### config.mk
export PLATFORM = sky130hd
export DESIGN_NAME = adc_register_model_top
export DESIGN_NICKNAME = d
export VERILOG_FILES = /design/src/rtl/adcrm_pkg.sv /design/src/rtl/adc_register_model_top.sv /design/src/rtl/adcrm_regs.sv
export SDC_FILE = /design/constraint.sdc
export NUM_CORES = 1
export LEC_CHECK = 0
export ABC_AREA = 1
export BUFFER_PORTS_ARGS = -buffer_cell sky130_fd_sc_hd__buf_2
export CAP_MARGIN = 10
export CORE_UTILIZATION = 59
export CTS_BUF_LIST = sky130_fd_sc_hd__clkbuf_8
export DETAILED_ROUTE_END_ITERATION = 16
export PLACE_DENSITY = 0.86
export SLEW_MARGIN = 0
export SYNTH_ARGS = -nofsm -noshare
export SYNTH_HDL_FRONTEND = slang
export SYNTH_SLANG_ARGS = --single-unit
### constraint.sdc
create_clock -name clk_i -period 1.8 [get_ports clk_i]
set_input_delay 0.18 -clock clk_i [delete_from_list [all_inputs] [get_ports clk_i]]
set_output_delay 0.18 -clock clk_i [all_outputs]
set_load 0.01 [all_outputs]
### src/rtl/adcrm_pkg.sv
`timescale 1ns / 1ps
`default_nettype none
// ----------------------------------------------------------------------------
// adcrm_pkg
// Types and constants shared by the ADC register model.
// ----------------------------------------------------------------------------
package adcrm_pkg;

  localparam int unsigned OpW     = 3;
  localparam int unsigned ByteW   = 8;
  localparam int unsigned SampleW = 10;
  localparam int unsigned WordW   = 16;
  localparam int unsigned ChanW   = 5;

  localparam int unsigned InDataW  = 24;
  localparam int unsigned OutDataW = 16;

  typedef enum logic [OpW-1:0] {
    OP_WR_MUX   = 3'd0,
    OP_WR_CTL   = 3'd1,
    OP_RD_CTL   = 3'd2,
    OP_RD_WORD  = 3'd3,
    OP_RD_HIGH  = 3'd4,
    OP_RD_LOW   = 3'd5,
    OP_POLL     = 3'd6,
    OP_SOFT_RST = 3'd7
  } op_e;

  // control register bits
  localparam int unsigned CtlEnable  = 7;
  localparam int unsigned CtlStart   = 6;
  localparam int unsigned CtlFreeRun = 5;
  localparam int unsigned CtlDone    = 4;
  localparam int unsigned CtlIrqEn   = 3;

  // mux register bits
  localparam int unsigned MuxLeftAdj = 5;
  localparam logic [ChanW-1:0] PotChannel = 5'd5;

  typedef struct packed {
    logic [OpW-1:0]     opcode;
    logic [ByteW-1:0]   write_value;
    logic [SampleW-1:0] pot_sample;
  } item_t;

  typedef struct packed {
    logic [WordW-1:0] read_value;
    logic             irq_pulse;
  } result_t;

endpackage
`default_nettype wire

### src/rtl/adc_register_model_top.sv
`timescale 1ns / 1ps
`default_nettype none
// ----------------------------------------------------------------------------
// adc_register_model_top
// ADC register model with stream input and output.
// ----------------------------------------------------------------------------
// One item (bus access or poll tick) is taken per cycle and each gives one
// result item. The path is an input register, then the register update and
// read logic, then the result register. Throughput is one item a cycle, set
// by the single register stage that holds mux, control and result word;
// stalls on the output only stop input once both stages are full.
module adc_register_model_top (
  input  wire logic                            clk_i,
  input  wire logic                            rst_ni,
  input  wire logic                            s_axis_tvalid_i,
  output logic                                 s_axis_tready_o,
  // [7:0] write_value, [17:8] pot_sample, [23:18] zero
  input  wire logic [adcrm_pkg::InDataW-1:0]   s_axis_tdata_i,
  // [2:0] opcode
  input  wire logic [adcrm_pkg::OpW-1:0]       s_axis_tuser_i,
  output logic                                 m_axis_tvalid_o,
  input  wire logic                            m_axis_tready_i,
  // [15:0] read_value
  output logic [adcrm_pkg::OutDataW-1:0]       m_axis_tdata_o,
  // [0] irq_pulse
  output logic [0:0]                           m_axis_tuser_o
);
  import adcrm_pkg::*;

  logic    in_valid_q;
  item_t   in_item_q;
  logic    out_valid_q;
  result_t out_res_q;
  result_t res;
  logic    out_free;
  logic    fire;

  assign out_free        = ~out_valid_q | m_axis_tready_i;
  assign fire            = in_valid_q & out_free;
  assign s_axis_tready_o = ~in_valid_q | out_free;

  always_ff @(posedge clk_i or negedge rst_ni) begin
    if (!rst_ni) begin
      in_valid_q <= 1'b0;
    end else if (s_axis_tready_o) begin
      in_valid_q <= s_axis_tvalid_i;
    end
  end

  always_ff @(posedge clk_i) begin
    if (s_axis_tready_o && s_axis_tvalid_i) begin
      in_item_q.opcode      <= s_axis_tuser_i;
      in_item_q.write_value <= s_axis_tdata_i[7:0];
      in_item_q.pot_sample  <= s_axis_tdata_i[17:8];
    end
  end

  adcrm_regs u_regs (
    .clk_i    (clk_i),
    .rst_ni   (rst_ni),
    .fire_i   (fire),
    .item_i   (in_item_q),
    .result_o (res)
  );

  always_ff @(posedge clk_i or negedge rst_ni) begin
    if (!rst_ni) begin
      out_valid_q <= 1'b0;
    end else if (out_free) begin
      out_valid_q <= in_valid_q;
    end
  end

  always_ff @(posedge clk_i) begin
    if (fire) begin
      out_res_q <= res;
    end
  end

  assign m_axis_tvalid_o = out_valid_q;
  assign m_axis_tdata_o  = out_res_q.read_value;
  assign m_axis_tuser_o  = out_res_q.irq_pulse;

endmodule
`default_nettype wire

### src/rtl/adcrm_regs.sv
`timescale 1ns / 1ps
`default_nettype none
// ----------------------------------------------------------------------------
// adcrm_regs
// Mux, control and result registers with the conversion and access logic.
// ----------------------------------------------------------------------------
module adcrm_regs (
  input  wire logic              clk_i,
  input  wire logic              rst_ni,
  input  wire logic              fire_i,
  input  wire adcrm_pkg::item_t  item_i,
  output adcrm_pkg::result_t     result_o
);
  import adcrm_pkg::*;

  logic [ByteW-1:0] mux_q, mux_d;
  logic [ByteW-1:0] ctl_q, ctl_d;
  logic [WordW-1:0] word_q, word_d;

  logic [SampleW-1:0] conv_val;
  logic [WordW-1:0]   conv_word;
  logic [ByteW-1:0]   conv_ctl;
  logic               sync_conv;
  logic               poll_conv;
  logic [WordW-1:0]   rd_val;
  logic               irq;

  assign conv_val  = (mux_q[ChanW-1:0] == PotChannel) ? item_i.pot_sample : '0;
  assign conv_word = mux_q[MuxLeftAdj] ? {conv_val, 6'b0} : {6'b0, conv_val};

  always_comb begin
    conv_ctl = ctl_q;
    if (!ctl_q[CtlFreeRun]) begin
      conv_ctl[CtlStart] = 1'b0;
    end
    conv_ctl[CtlDone] = 1'b1;
  end

  assign sync_conv = ctl_q[CtlEnable] & ctl_q[CtlStart] & ~ctl_q[CtlIrqEn];
  assign poll_conv = ctl_q[CtlEnable] & ctl_q[CtlStart] & ctl_q[CtlIrqEn];

  always_comb begin
    mux_d  = mux_q;
    ctl_d  = ctl_q;
    word_d = word_q;
    irq    = 1'b0;
    case (op_e'(item_i.opcode))
      OP_WR_MUX: mux_d = item_i.write_value;
      OP_WR_CTL: ctl_d = item_i.write_value;
      OP_RD_CTL, OP_RD_WORD, OP_RD_HIGH, OP_RD_LOW: begin
        if (sync_conv) begin
          ctl_d  = conv_ctl;
          word_d = conv_word;
        end
      end
      OP_POLL: begin
        if (poll_conv) begin
          ctl_d          = conv_ctl;
          ctl_d[CtlDone] = 1'b0;
          word_d         = conv_word;
          irq            = 1'b1;
        end
      end
      default: begin
        mux_d  = '0;
        ctl_d  = '0;
        word_d = '0;
      end
    endcase
  end

  always_comb begin
    case (op_e'(item_i.opcode))
      OP_RD_CTL:  rd_val = {8'b0, ctl_d};
      OP_RD_WORD: rd_val = word_d;
      OP_RD_HIGH: rd_val = {8'b0, word_d[15:8]};
      OP_RD_LOW:  rd_val = {8'b0, word_d[7:0]};
      default:    rd_val = '0;
    endcase
  end

  assign result_o.read_value = rd_val;
  assign result_o.irq_pulse  = irq;

  always_ff @(posedge clk_i or negedge rst_ni) begin
    if (!rst_ni) begin
      mux_q  <= '0;
      ctl_q  <= '0;
      word_q <= '0;
    end else if (fire_i) begin
      mux_q  <= mux_d;
      ctl_q  <= ctl_d;
      word_q <= word_d;
    end
  end

endmodule
`default_nettype wire

==> results of run 1 <==
==> layer usage <==
metal	up-vias	global-route usage
met5	-	0
met4	0	0.1537
met3	38	0.04706
met2	203	0.4018
met1	1349	0.3371
li1	1378	-
==> layout make-up <==
| cell class | count | area (sq um) |
|---|---|---|
| flip-flops and latches | 70 | 1943 |
| fillers | 376 | 1430 |
| multi-input cells | 274 | 1348 |
| repair buffers | 68 | 439.2 |
| clock buffers | 10 | 137.6 |
| well taps | 72 | 90.09 |
| clock inverters | 6 | 77.57 |
| inverters | 20 | 75.07 |
==> flip-flops by register name, summed over array words and instances (netlist names) <==
| register | cells |
|---|---|
| in_item_q | 21 |
| in_valid_q | 1 |
| m_axis_tdata_o | 16 |
| m_axis_tuser_o | 1 |
| m_axis_tvalid_o | 1 |
| u_regs.ctl_q | 8 |
| u_regs.mux_q | 6 |
| u_regs.word_q | 16 |
==> kinds of logic (layout without fill, tap and decap cells) <==
logic type,Yosys count,count (layout),synth area share
buffers and inverters,33,104,0.05222
AND/OR/NAND/NOR,244,246,0.3343
flip-flops,70,70,0.5708
AO/OA/AOI/OAI,28,28,0.04266
==> worst max path at each step <==
stage / start / endpoint / slack (ps) / cells after the start
2_1_floorplan: in_item_q[19]$_DFFE_PP_ / m_axis_tdata_o[0]$_DFFE_PP_ / 270 / 10
3_3_place_gp: in_item_q[19]$_DFFE_PP_ / m_axis_tdata_o[5]$_DFFE_PP_ / 100 / 9
3_5_place_dp: in_item_q[19]$_DFFE_PP_ / m_axis_tdata_o[4]$_DFFE_PP_ / 5 / 9
4_1_cts: in_item_q[18]$_DFFE_PP_ / m_axis_tdata_o[7]$_DFFE_PP_ / 20 / 8
5_1_grt: u_regs.ctl_q[7]$_DFFE_PN0P_ / m_axis_tdata_o[7]$_DFFE_PP_ / -100 / 9
6_report: in_item_q[18]$_DFFE_PP_ / m_axis_tdata_o[7]$_DFFE_PP_ / -20 / 9
==> cells in the mapped netlist (4+ instances only) <==
cell type / n
nand3_1: 22
a21oi_1: 9
clkbuf_1: 4
dfrtp_1: 32
nor2_1: 17
buf_2: 5
nand4_1: 15
edfxtp_1: 38
nand2_2: 19
nand2_4: 5
inv_1: 17
o21ai_0: 17
nand3_2: 7
nand2_1: 152
==> placed cells by master (no fill, tap or decap) <==
master         Yosys  layout
nand2_1          152     150
buf_2              5      43
edfxtp_1          38      38
dfrtp_1           32      31
nand3_1           22      21
nand2_2           19      20
inv_1             17      19
o21ai_0           17      17
nor2_1            17      15
nand4_1           15      15
buf_4              0      15
clkbuf_8           0      10
a21oi_1            9       9
nand3_2            7       8
dlygate4sd3_1      0       8
nand2_4            5       6
nor2_2             3       4
nor3_1             2       2
inv_2              2       2
nand2_8            0       2
o211ai_1           2       2
clkinv_2           0       2
bufinv_16          0       2
nand3_4            1       1
nor2_4             0       1
nand3b_1           1       1
clkinv_1           1       1
buf_12             2       1
buf_6              2       1
dfrtp_2            0       1
==> critical path: cells and delay by family (launching register included) <==
| kind | cells | cell delay (ps) |
|---|---|---|
| flops | 1 | 500 |
| buf+inv | 1 | 100 |
| simple gates | 8 | 970 |
==> through the flow <==
stage | setup TNS [ps] | total power, mW | util | std cells
finish | -22.64 | 3.963 | 0.7419 | 520
global route | -160.2 | 4.097 | 0.7419 | 520
CTS | 0 | 3.892 | 0.7193 | 511
detailed placement | 0 | 2.532 | 0.6664 | 487
global placement | 0 | 2.502 | 0.6664 | 487
floorplan | 0 | 2.335 | - | 375
==> power groups by stage <==
stage	sequential, mW	clock (mW)	combinational, mW
final	1.96	1.37	0.628
after global routing	1.97	1.44	0.682
after CTS	1.95	1.38	0.563
after detailed placement	1.99	0	0.544
after global placement	1.98	0	0.524
after floorplan	1.99	0	0.349
==> repair_timing <==
item | in CTS | in global routing
resized for setup | 0 | 12
setup buffers | 1 | 6
pin swaps | 0 | 6
setup endpoints to repair | 4 | 12
cloned | 0 | 2
hold buffers | 7 | 1
endpoints found under the hold margin | 38 | 1
==> results.cfg, run 1 <==
[run_status]
outcome = finished, violations left
violations = setup timing

[placement]
gp_congestion = 0.8755
place.port_buffers = 43
post-dp-hpwl_mm = 4.783
dp_slack_ps = 4.854
dpl_cell_area_sq_um = 3692

[setup_path]
reg2reg_slack_ps = -20
worst-r2r-cell-count = 9
cp_cell_sequence = inv_2 -> nand3_2 -> nor2_1 -> nor2_4 -> nand2_8 -> nand2_1 -> nand2_1 -> nand2_1 -> nand3_2
crit_path_end_kind = flop
reg2reg_from = in_item_q[18]$_DFFE_PP_
crit_arrival_ps = 1920
cpMaxStageDelayCell = edfxtp_1
slowest_delay_ps = 500
cp_max_fo = 8
critPathMostFrequentCell = nand2_1
path_class = flop to flop
r2r-end = m_axis_tdata_o[7]$_DFFE_PP_
cp.required_ps = 1900
cp-start-kind = flop

[routing]
dr_total_vias = 2968
m1WireLength_mm = 3.213
via_per_inst = 5.708
routed_wl_mm = 7.970
postRouteAntennaNets = 0
drt-initial-drc-count = 496
first_pass_iters = 5
met3_length_um = 713
wl_per_cell_um = 15.33
drc_errors = 0
wl_met2_mm = 3.686
highest_layer = met4

[yosys]
synth_top_area_frac = 0.3354
synthTopCellsByArea = edfxtp_1 34%, dfrtp_1 24%, nand2_1 17%
synth_top_area_cell = edfxtp_1
yosysUniqueCellTypes = 23
synth_edf_count = 38
synth_ff_type = edfxtp_1
ys_seq_area_frac = 0.5708
syn_nets = 406
syn_inst = 375
yosysWarnings = 0
ys_seq_elements = 70
async_reset_ff_frac = 0.4571
syn_area_sq_um = 3402
syn_area_per_cell_sq_um = 9.072

[timing]
timing.fmax_mhz = 548.7
min_period_over_period = 1.013
setup_violations = 1
layout_setup_ws_ps = -22.64
hold_violations = 0
timing.hold.ws_ps = 6.217
final_max_slew_viol_count = 0
period_needed_ps = 1823
slew_headroom = 0.4897
tightest_slew_ps = 765.5
finClkSkew_ps = 8.311

[power_and_ir_drop]
clockPowerShare = 0.347
switching_share = 0.2754
p_int_mw = 2.871
power_frac_seq = 0.495
ir_drop_uv = 589.3
p_leak_nw = 2.038
switching_power_mw = 1.091
pwr_density_cell_nw_per_um2 = 964.1
combPwrFrac = 0.158

[floorplanning]
coreArea_sq_um = 5540
die_w_um = 77.94
start_util = 0.6140
die-area_sq_um = 6074
io_pins = 50
die_h_um = 77.94
row_count = 27

[final_layout]
num_antenna_cells = 0
fin_area_sq_um = 4110
fin_nets = 474
syn_to_final_growth_pct = 20.82
drive_above_1_share = 0.2656

[hold_path]
hold_start = s_axis_tuser_i[1]
hold_path_depth = 1
hold_class = input pin to flop
hold_end = in_item_q[19]$_DFFE_PP_

[clock_network]
cts_buffer_depth = 2
root_buffer = clkbuf_8
cts_max_level = 3
clk_pin_slew_ps = 70
clock_sinks = 70
clock_latency_ps = 340
cts_tree = built
cts_made_buffers = 9

[run]
maxCapViolCount = 0

[grt]
overflow = 0
grt_pass1_vias = 2524
grtUsageTotal = 0.2574
grt_max_degree = 44
grt_pass1_wl_mm = 11.60
antenna_found_initial = 0
Power figures use the tool's default switching activity.
==> inputs of run 2 (changes only) <==
==> constraint.sdc (replaced) <==
create_clock -name clk_i -period 1.8 [get_ports clk_i]
set_input_delay 0.27 -clock clk_i [delete_from_list [all_inputs] [get_ports clk_i]]
set_output_delay 0.27 -clock clk_i [all_outputs]
set_load 0.01 [all_outputs]
==> run 2 against run 1 <==
The run now ends clean. Critical path depth unchanged. Sequential share of layout area up 1.2 points. Final cell count down 2.1%. Combinational power down 7.0%. Sequential cell count unchanged. Sequential power about the same. Fmax up 4.3%. Die area unchanged. Clock power about the same. Power down 0.40%. First-iteration DRC count down 18%. Largest power group unchanged.
==> results.cfg, run 2 (synthesis gave the netlist of run 1 again) <==
[final_layout]
layout.area.seq_sq_um = 1943
fin_util = 0.7236
layout_commonest_cell = nand2_1
multiInputGateArea_sq_um = 1340
stdcell_count = 509
num_antenna_cells = 0
num-fill-cells = 374
fin_nets = 463
largest_reg_flops = 21
final_cell_mix = 150 x nand2_1, 43 x buf_2, 38 x edfxtp_1
syn_to_final_growth_pct = 17.84
top_register = in_item_q
drive_above_1_share = 0.2677

[setup_path]
cp_max_fo = 8
crit_path_end_kind = flop
cp_cell_sequence = inv_2 -> nand3_2 -> inv_1 -> nand2_4 -> nand2_4 -> nand2_1 -> nand2_1 -> nand2_1 -> nand3_2
cpMaxStageDelayCell = edfxtp_1
cp-startpoint = in_item_q[18]$_DFFE_PP_
reg2reg_from = in_item_q[18]$_DFFE_PP_
slowest_delay_ps = 520
cp-start-kind = flop
crit_arrival_ps = 1970
critPathMostFrequentCell = nand2_1
path_class = flop to flop
cp.required_ps = 2020

[grt]
grt_pass1_vias = 2514
grtUsageTotal = 0.2441
overflow = 0
grt_use_met1 = 0.3222
busiest_layer = met2
antenna_found_initial = 0
grt_max_degree = 44
grtUsageMet3 = 0.05765
grt_pass1_wl_mm = 11.14
grtUsageMet2 = 0.3673

[timing]
period_needed_ps = 1748
finClkSkew_ps = 8.833
timing.fmax_mhz = 572.1
slew_headroom = 0.5087
final_max_slew_viol_count = 0
hold_violations = 0
timing.hold.ws_ps = 92.89
min_period_over_period = 0.9710
tightest_slew_ps = 736.9
setup_violations = 0

[floorplanning]
die_w_um = 77.94
coreArea_sq_um = 5540
die_h_um = 77.94
io_pins = 50
row_count = 27
start_util = 0.6140
die-area_sq_um = 6074

[routing]
via_per_inst = 5.642
postRouteAntennaNets = 0
first_pass_iters = 5
dr_total_vias = 2872
drc_errors = 0
wl_per_cell_um = 14.06
drt-initial-drc-count = 408
routed_wl_mm = 7.156

[clock_network]
clock_latency_ps = 350
clock_sinks = 70
cts_made_buffers = 9
clk_pin_slew_ps = 70
cts_buffer_depth = 2
root_buffer = clkbuf_8
cts_max_level = 3
cts_tree = built

[run]
maxCapViolCount = 0

[placement]
dp_cells = 487
gp_congestion = 0.8879
place.port_buffers = 43
post-dp-hpwl_mm = 4.589

[power_and_ir_drop]
p_leak_nw = 1.991
totalPowerFinal_mw = 3.947
ir_drop_uv = 567.8
pwr_density_cell_nw_per_um2 = 984.5

[run_status]
outcome = completed

[hold_path]
hold_class = input pin to flop
hold_start = s_axis_tdata_i[5]
-- run 2: critical path: cells and delay by family (launching register included) --
kind                   cells  cell delay [ps]
buffers and inverters      2              350
DFF                        1              520
and+or+nand+nor            7              740
-- run 2: final timing paths --
| kind | cells past startpoint | end | slack (ps) |
|---|---|---|---|
| min in group asynchronous | 2 | u_regs.word_q[13]$_DFFE_PN0P_ | 510 |
| max in group asynchronous | 2 | u_regs.ctl_q[3]$_DFFE_PN0P_ | 760 |
| min | 1 | in_item_q[15]$_DFFE_PP_ | 90 |
| max | 9 | m_axis_tdata_o[6]$_DFFE_PP_ | 50 |
| min reg2reg | 2 | u_regs.word_q[9]$_DFFE_PN0P_ | 500 |
| max reg2reg | 9 | m_axis_tdata_o[6]$_DFFE_PP_ | 50 |
-- run 2: routing by layer --
metal / vias up / part of all wire / routed length, um
met5: - / 0 / 0
met4: 0 / 0.037 / 268
met3: 31 / 0.093 / 662
met2: 196 / 0.45 / 3255
met1: 1292 / 0.41 / 2969
li1: 1353 / - / -
-- run 2: where the power goes --
group	internal, mW	switching (mW)	total [mW]
registers	1.86	0.0985	1.96
logic	0.186	0.398	0.584
clock network	0.812	0.591	1.40
-- run 2: metrics by stage --
step | setup TNS, ps | cell area [sq um] | setup slack [ps]
4_1_cts | 0 | 3933 | 35.15
6_report | 0 | 4009 | 52.17
3_5_place_dp | 0 | 3692 | 3.912
3_3_place_gp | 0 | 3692 | 96.19
2_1_floorplan | 0 | 3402 | 269.6
5_1_grt | -259.4 | 4009 | -78.57
-- run 2: area by class of cell --
cell class                      count  share of cell area
Sequential cell                    70              0.4847
Tap cell                           72             0.02247
Inverter                           20             0.01935
Clock buffer                       10             0.03433
Timing Repair Buffer               57             0.08365
Clock inverter                      6             0.02122
Multi-Input combinational cell    274              0.3343
-- run 2: what timing repair did --
action                                 CTS  global route
pin swaps                                0             2
buffers inserted                         1             2
endpoints found under the hold margin    6             0
cloned                                   0             2
setup endpoints to repair                5             8
hold buffers                             1             0
resized for setup                        0            13
